**src/hw/rtl/mcls_pkg.sv**
```systemverilog
// Package for the masked compare-and-swap lock store.
// Holds the sizes, the operation codes, the controller states and the shared structs.
// The controller, the datapath and the top level import it; it depends on nothing.
package mcls_pkg;

    localparam int LOCK_BYTES = 1024;
    localparam int WORD_BYTES = 8;
    localparam int DATA_W     = 64;
    localparam int IDX_W      = 10;
    localparam int SIZE_W     = 11;
    localparam int OFS_W      = 3;
    localparam int ROW_W      = IDX_W - OFS_W;
    localparam int PAIRS      = LOCK_BYTES / (2 * WORD_BYTES);
    localparam int PAIR_W     = $clog2(PAIRS);

    localparam logic [1:0] OP_CAS   = 2'd0;
    localparam logic [1:0] OP_WRITE = 2'd1;
    localparam logic [1:0] OP_CLEAR = 2'd2;

    typedef enum logic [1:0] {
        ST_INIT,
        ST_IDLE,
        ST_EXEC,
        ST_CLEAR
    } state_t;

    typedef struct packed {
        logic [1:0]        operation;
        logic [IDX_W-1:0]  byte_index;
        logic [DATA_W-1:0] compare_value;
        logic [DATA_W-1:0] swap_value;
        logic [DATA_W-1:0] bit_mask;
    } req_word_t;

    typedef struct packed {
        logic [DATA_W-1:0] prior_value;
        logic              success;
        logic              range_error;
    } rsp_word_t;

    typedef struct packed {
        logic              accept;
        logic              finish;
        logic              sweep;
        logic              sweep_full;
        logic [PAIR_W-1:0] pos;
    } ctrl_t;

    typedef struct packed {
        logic [PAIR_W-1:0]     even_addr;
        logic [PAIR_W-1:0]     odd_addr;
        logic [WORD_BYTES-1:0] even_we;
        logic [WORD_BYTES-1:0] odd_we;
        logic                  re;
        logic [DATA_W-1:0]     even_wdata;
        logic [DATA_W-1:0]     odd_wdata;
    } mem_req_t;

endpackage

```
**src/hw/rtl/mcls_ctrl.sv**
```systemverilog
// Controller of the lock store: state machine, clearing sweep counter and result valid.
// Depends on mcls_pkg.
module mcls_ctrl (
    input  logic           clk,
    input  logic           rst_n,
    input  logic           req_valid,
    input  logic [1:0]     req_op,
    output logic           req_ready,
    output logic           rsp_valid,
    input  logic           rsp_ready,
    output mcls_pkg::ctrl_t ctrl
);
    import mcls_pkg::*;

    state_t            state_reg, state_next;
    logic [PAIR_W-1:0] pos_reg, pos_next;
    logic              out_valid_reg, out_valid_next;
    logic              accept;
    logic              finish;
    logic              sweep;
    logic              pos_last;

    assign pos_last = (pos_reg == PAIR_W'(PAIRS - 1));
    assign sweep    = (state_reg == ST_INIT) || (state_reg == ST_CLEAR);
    assign accept   = req_valid && (state_reg == ST_IDLE);
    assign finish   = (state_reg == ST_EXEC) && (!out_valid_reg || rsp_ready);

    always_comb
    begin
        state_next = state_reg;
        case (state_reg)
            ST_INIT:
            begin
                if (pos_last)
                    state_next = ST_IDLE;
            end
            ST_IDLE:
            begin
                if (accept)
                    state_next = (req_op == OP_CLEAR) ? ST_CLEAR : ST_EXEC;
            end
            ST_CLEAR:
            begin
                if (pos_last)
                    state_next = ST_EXEC;
            end
            ST_EXEC:
            begin
                if (finish)
                    state_next = ST_IDLE;
            end
            default:
            begin
                state_next = ST_INIT;
            end
        endcase
    end

    always_comb
    begin
        pos_next = pos_reg;
        if (sweep)
            pos_next = pos_last ? '0 : pos_reg + PAIR_W'(1);
        out_valid_next = out_valid_reg;
        if (finish)
            out_valid_next = 1'b1;
        else if (rsp_ready)
            out_valid_next = 1'b0;
    end

    always_comb
    begin
        req_ready       = (state_reg == ST_IDLE);
        rsp_valid       = out_valid_reg;
        ctrl.accept     = accept;
        ctrl.finish     = finish;
        ctrl.sweep      = sweep;
        ctrl.sweep_full = (state_reg == ST_INIT);
        ctrl.pos        = pos_reg;
    end

    always_ff @(posedge clk or negedge rst_n)
    begin
        if (!rst_n)
        begin
            state_reg     <= ST_INIT;
            pos_reg       <= '0;
            out_valid_reg <= 1'b0;
        end
        else
        begin
            state_reg     <= state_next;
            pos_reg       <= pos_next;
            out_valid_reg <= out_valid_next;
        end
    end

    // A read-modify-write request always spends its next cycle in execution.
    a_rmw_to_exec: assert property (@(posedge clk) disable iff (!rst_n)
        accept && (req_op != OP_CLEAR) |=> state_reg == ST_EXEC)
        else $error("request did not enter execution");

    // A new result word appears only after an execution cycle.
    a_result_from_exec: assert property (@(posedge clk) disable iff (!rst_n)
        $rose(out_valid_reg) |-> $past(state_reg == ST_EXEC))
        else $error("result word without execution");

    // The sweep counter is back at zero whenever the block waits for a request.
    a_pos_idle_zero: assert property (@(posedge clk) disable iff (!rst_n)
        state_reg == ST_IDLE |-> pos_reg == '0)
        else $error("sweep position left nonzero");

endmodule

```
**config.mk**
```make
export PLATFORM = sky130hd
export DESIGN_NAME = mcls_ctrl
export DESIGN_NICKNAME = d
export VERILOG_FILES = /design/src/hw/rtl/mcls_pkg.sv /design/src/hw/rtl/mcls_ctrl.sv
export SDC_FILE = /design/constraint.sdc
export NUM_CORES = 1
export LEC_CHECK = 0
export ABC_AREA = 1
export BUFFER_PORTS_ARGS = -buffer_cell sky130_fd_sc_hd__buf_2
export CORE_MARGIN = 5
export CORE_UTILIZATION = 43
export CTS_CLUSTER_SIZE = 28
export DETAILED_ROUTE_END_ITERATION = 6
export GPL_TIMING_DRIVEN = 0
export PLACE_DENSITY = 0.74
export SLEW_MARGIN = 20
export SYNTH_ARGS = -nofsm -noshare
export SYNTH_HDL_FRONTEND = slang
export SYNTH_SLANG_ARGS = --single-unit
export TNS_END_PERCENT = 30
```
**constraint.sdc**
```tcl
create_clock -name clk -period 1.3 [get_ports clk]
set_clock_uncertainty 0.05 [all_clocks]
set_input_delay 0.195 -clock clk [delete_from_list [all_inputs] [get_ports clk]]
set_output_delay 0.195 -clock clk [all_outputs]
set_load 0.03 [all_outputs]
```
; ---- Word level (Yosys, flattened, before mapping)
; Cells that the tools add are included.
[word_totals]
inputBits = 6
ff_bits = 9
word_cells = 30
[classes]
n_mux = 9
add_sub_neg = 1
eq_ne = 9
n_reduce_logical = 8
[op_table]
columns = op, count
row1 = $mux 2, 4
row2 = $pmux 2 s4, 1
row3 = $add 6x1->6 const B, 1
row4 = $eq 2x2->1 const B, 3
row5 = $eq 6x6->1 const B, 1
row6 = $mux 6, 1
row7 = $ne 2x1->1 const B, 2
row8 = $ne 2x2->1 const B, 2
row9 = $reduce_and 4->1, 1
row10 = $mux 1, 3
row11 = $eq 2x1->1 const B, 1
row12 = $logic_and 1x1->1, 2
row13 = $logic_not 2->1, 1
row14 = $logic_or 1x1->1, 2
row15 = $reduce_bool 2->1, 1
row16 = $logic_not 1->1, 1

; ---- Logic depth before layout (Yosys ltp)
[depth]
ltp_word = 5
depth_mapped = 9
mapped_depth_nobuf = 9

; ---- Worst setup path after synthesis
; No wires, ideal clock.
[synth_timing]
path_kind = reg2reg
startpoint = register state_reg[0]
endpoint = register state_reg[0]
n_path_buf = 0
path_stages_with_launch = 8
arrival_time_ns = 1.299
required_time_ns = 1.133
path_slack_ns = -0.166
cell_sequence = dfrtp_1 inv_1 ha_1 or2_2 nand2_4 nand2_2 nand2_1 nand2_1
[synth_lines]
columns = item, line
row1 = from (decl), mcls_ctrl.sv:15  ; state_t state_reg, state_next;
row2 = from (signal assigned), mcls_ctrl.sv:92  ; state_reg <= state_next;

; ---- Worst setup path after layout
[layout_timing]
startpoint = register state_reg[0]
endpoint = output ctrl[7] (netlist name)
[layout_via]
elab_chain_cells = 2
word_cells_on_any_way = 3
cone_classes = 1 x eq/ne / 2 x reduce/logical
[layout_lines]
columns = item, line
row1 = $eq 2x2->1 or $logic_not 2->1 (tied branches), mcls_ctrl.sv:24  ; assign sweep = (state_reg == ST_INIT) || (state_reg == ST_CLEAR);
row2 = $logic_or 1x1->1 *, mcls_ctrl.sv:24
row3 = to (decl), mcls_ctrl.sv:11  ; output mcls_pkg::ctrl_t ctrl
; Mark *: on every way between the ends. The rest lies on a longest branch, timed or not.

==> results.md <==
* Drt pass-1 iters at 4
* Unrepaired setup endpoints after global routing: yes
* Effective utilization at floorplan at 0.4606
* Place WS at -104.7 ps
* Final setup fails at 10
* Antenna cells at 0
* Die Ht at between 40 and 50 um
* Mapped Area at slightly above 600 sq um
* First-pass GRT wire length at 2028 um
* Synth Instances at a little under 80
* Drt drc at 0
* Int Power at 0.4067 mW
* Top Ports at 18
* WP data arrival at roughly 1300 ps
* Core Region at 1318 sq um
* CP max stage cell: dfrtp_1
* Syn-to-layout area delta at 53.61%
* Root Driver: clkbuf_4
* GRT Util Overall at 0.1282
* PD cells at approximately 550 nW/um^2
* Layout cell share with drive strength beyond 1 at 0.5701
* Nets at about 120
* Crit-path leading delay family: flip-flops
* Filler cells at 100
* FP Rows at 13
* Clk pwr share at 0.421
* Critical path cell sequence: inv_2 -> ha_4 -> inv_4 -> buf_6 -> buf_6
* CP bufs+invs at 4
* Pin count of the biggest net entering global routing at 10
* CP max FO at 3
* Max-slew headroom at 0.8493
* Synth unique cells at 20
* Status: finished with violations
* H-tree depth at 1
* Leak Pwr at around 0.48 nW
* Setup CP Type: reg2out
* Global route overflow at 0
* CTS tree: yes
* GP Congestion at ~0.76
* Flop pwr share at 0.544
* Largest stage delay, worst path at about 400 ps
* Clock transition at path regs at 60 ps
* Initial antenna violation count at 0
* Cell mode on critical path: buf_6
* Worst hold path type: in2reg
* Final min period at between 1500 and 2000 ps
* Fmax at 649.9 MHz
* Synth area leaders: dfrtp_1, nand2_1, ha_1, inv_1, xor2_1
* Sw Share at 0.2100
* Placed Cells incl. Taps at between 100 and 150
* Worst Setup Start Kind: flip-flop
* Layout Cells excl Fill at roughly 120
* Post-Synth Simple-Gate Area at 0.3320
* Seq/Total Area, Yosys at 0.3711
* Mux share of post-synthesis cell area at 0
* Average size of a mapped cell at slightly below 8 sq um
* Hold Fails Final Rpt at 0
* Synthesized flop and latch total at 9
* Synth area leader: dfrtp_1
* Failing checks: setup timing
* WL/cell at approximately 11 um
* Post-Syn Nets at 88
* Slew @ Worst Pin at roughly 230 ps
* Vias at approximately 540
* Die W at roughly 48 um
* DR vias/cell at around 4.4
* Synth Area in Compound Gates at 0.02474
* Final period util at 1.184
* Crit path setup slack, layout at -238.6 ps
* Deepest clock path buffer count at 2
* Clock Sinks at 9
* Setup_tns at -1458 ps
* Critical Path RT at roughly 1100 ps
* Post-DP HPWL at between 800 and 900 um
* Fin. max-slew vios at 0
* Die area at 2262 sq um
* Syn. warnings at 0
* Dominant combinational cell family by area after synthesis: simple AND/OR/NAND/NOR gates
* Buffers on Ports at 17
* Adder-Cell Fraction of Synth Area at 0.1031
* Total CTS buffers at 3
* Worst Setup End Kind: output pin
* NetSw at around 0.11 mW
* DR iter-0 viols at 4
* Post-synth top area share at 0.3711
* Final wirelength at ~1300 um
* Max reg flops at 6
* Vias in the first global route at ~500
* Gate power share at 0.035
* Clk Latency, worst-skew pair at 260 ps
* Xor and xnor area share after synthesis at 0.04330
* Worst vdd rail ir drop at around 0.57 mV
* Antenna-violating nets left at 0
* Max cap viols at 0
power groups by stage:
stage	clock network, mW	registers, mW	logic [mW]
2_1_floorplan	0	0.285	0.00244
3_3_place_gp	0	0.285	0.0151
3_5_place_dp	0	0.285	0.0157
4_1_cts	0.217	0.280	0.0183
5_1_grt	0.237	0.280	0.0206
6_report	0.217	0.280	0.0181
logic make-up after synthesis:
| group | Yosys count |
|---|---|
| AND/OR/NAND/NOR | 40 |
| flip-flops | 9 |
| AO/OA/AOI/OAI | 3 |
| adder cells (fa/ha/maj) | 5 |
| XOR/XNOR | 3 |
| buffers and inverters | 17 |
cell usage in the layout (no fill, tap or decap), types with 5 or more instances in the layout:
cell	n
nand3_1	5
buf_2	12
inv_2	6
buf_4	6
buf_6	10
nand2_2	6
inv_1	6
nand2_1	17
dfrtp_1	7
metal layers:
layer | part of all wire | wire, um | GRT usage | up-vias
met1 | 0.42 | 559 | 0.1510 | 233
met2 | 0.51 | 681 | 0.2380 | 17
li1 | - | - | - | 289
met4 | 0.0083 | 11 | 0.03226 | 0
met3 | 0.061 | 81 | 0.02256 | 2
met5 | 0 | 0 | 0 | -
metrics by stage:
step	util	cell area (sq um)	power (mW)	hold WS, ps
after detailed placement	0.5546	730.7	0.3009	7.422
after global placement	0.5546	730.7	0.3003	4.506
final	0.7075	932.1	0.5148	130.7
after floorplan	-	626.9	0.2877	-150.6
after CTS	0.6752	889.6	0.5155	137.8
after global routing	0.7075	932.1	0.5372	146.4
what timing repair did:
item	in CTS	in global routing
gates resized for setup	21	9
hold buffers	1	0
buffers inserted	7	3
endpoints found under the setup margin	7	13
endpoints found under the hold margin	9	0
pin swaps	5	5
final cells by class:
type	instances	area, sq um	area share
Multi-Input combinational cell	51	375.4	0.4027
Sequential cell	9	227.7	0.2443
Timing Repair Buffer	28	216.5	0.2322
Inverter	14	56.30	0.06040
Clock buffer	4	26.28	0.02819
Tap cell	15	18.77	0.02013
Buffer	1	11.26	0.01208
final timing paths:
path / startpoint / endpoint / slack, ps / cells after the start
max in group asynchronous: rst_n / pos_reg[0] / 750 / 2
max: state_reg[0] / ctrl[7] / -240 / 5
max reg2reg: state_reg[1] / pos_reg[3] / -160 / 8
min in group asynchronous: rst_n / pos_reg[5] / 260 / 2
min reg2reg: pos_reg[0] / pos_reg[0] / 480 / 1
min: rsp_ready / rsp_valid / 130 / 4
cell usage after synthesis, drive strengths merged:
master	n
dfrtp	9
buf	3
clkinv	1
nand2	25
nor2	6
a21oi	1
nand3	6
ha	5
or2	2
xor2	3
nand3b	1
inv	13
o21ai	2
worst reg2reg max path, stage by stage (launching register included):
cell,delay (ps)
dfrtp_1,400
inv_2,110
ha_4,230
inv_4,60
buf_6,100
nand2_4,50
nor2_4,130
xor2_1,160
nor2_1,60
Note: power is estimated with default switching activity, not from simulation.
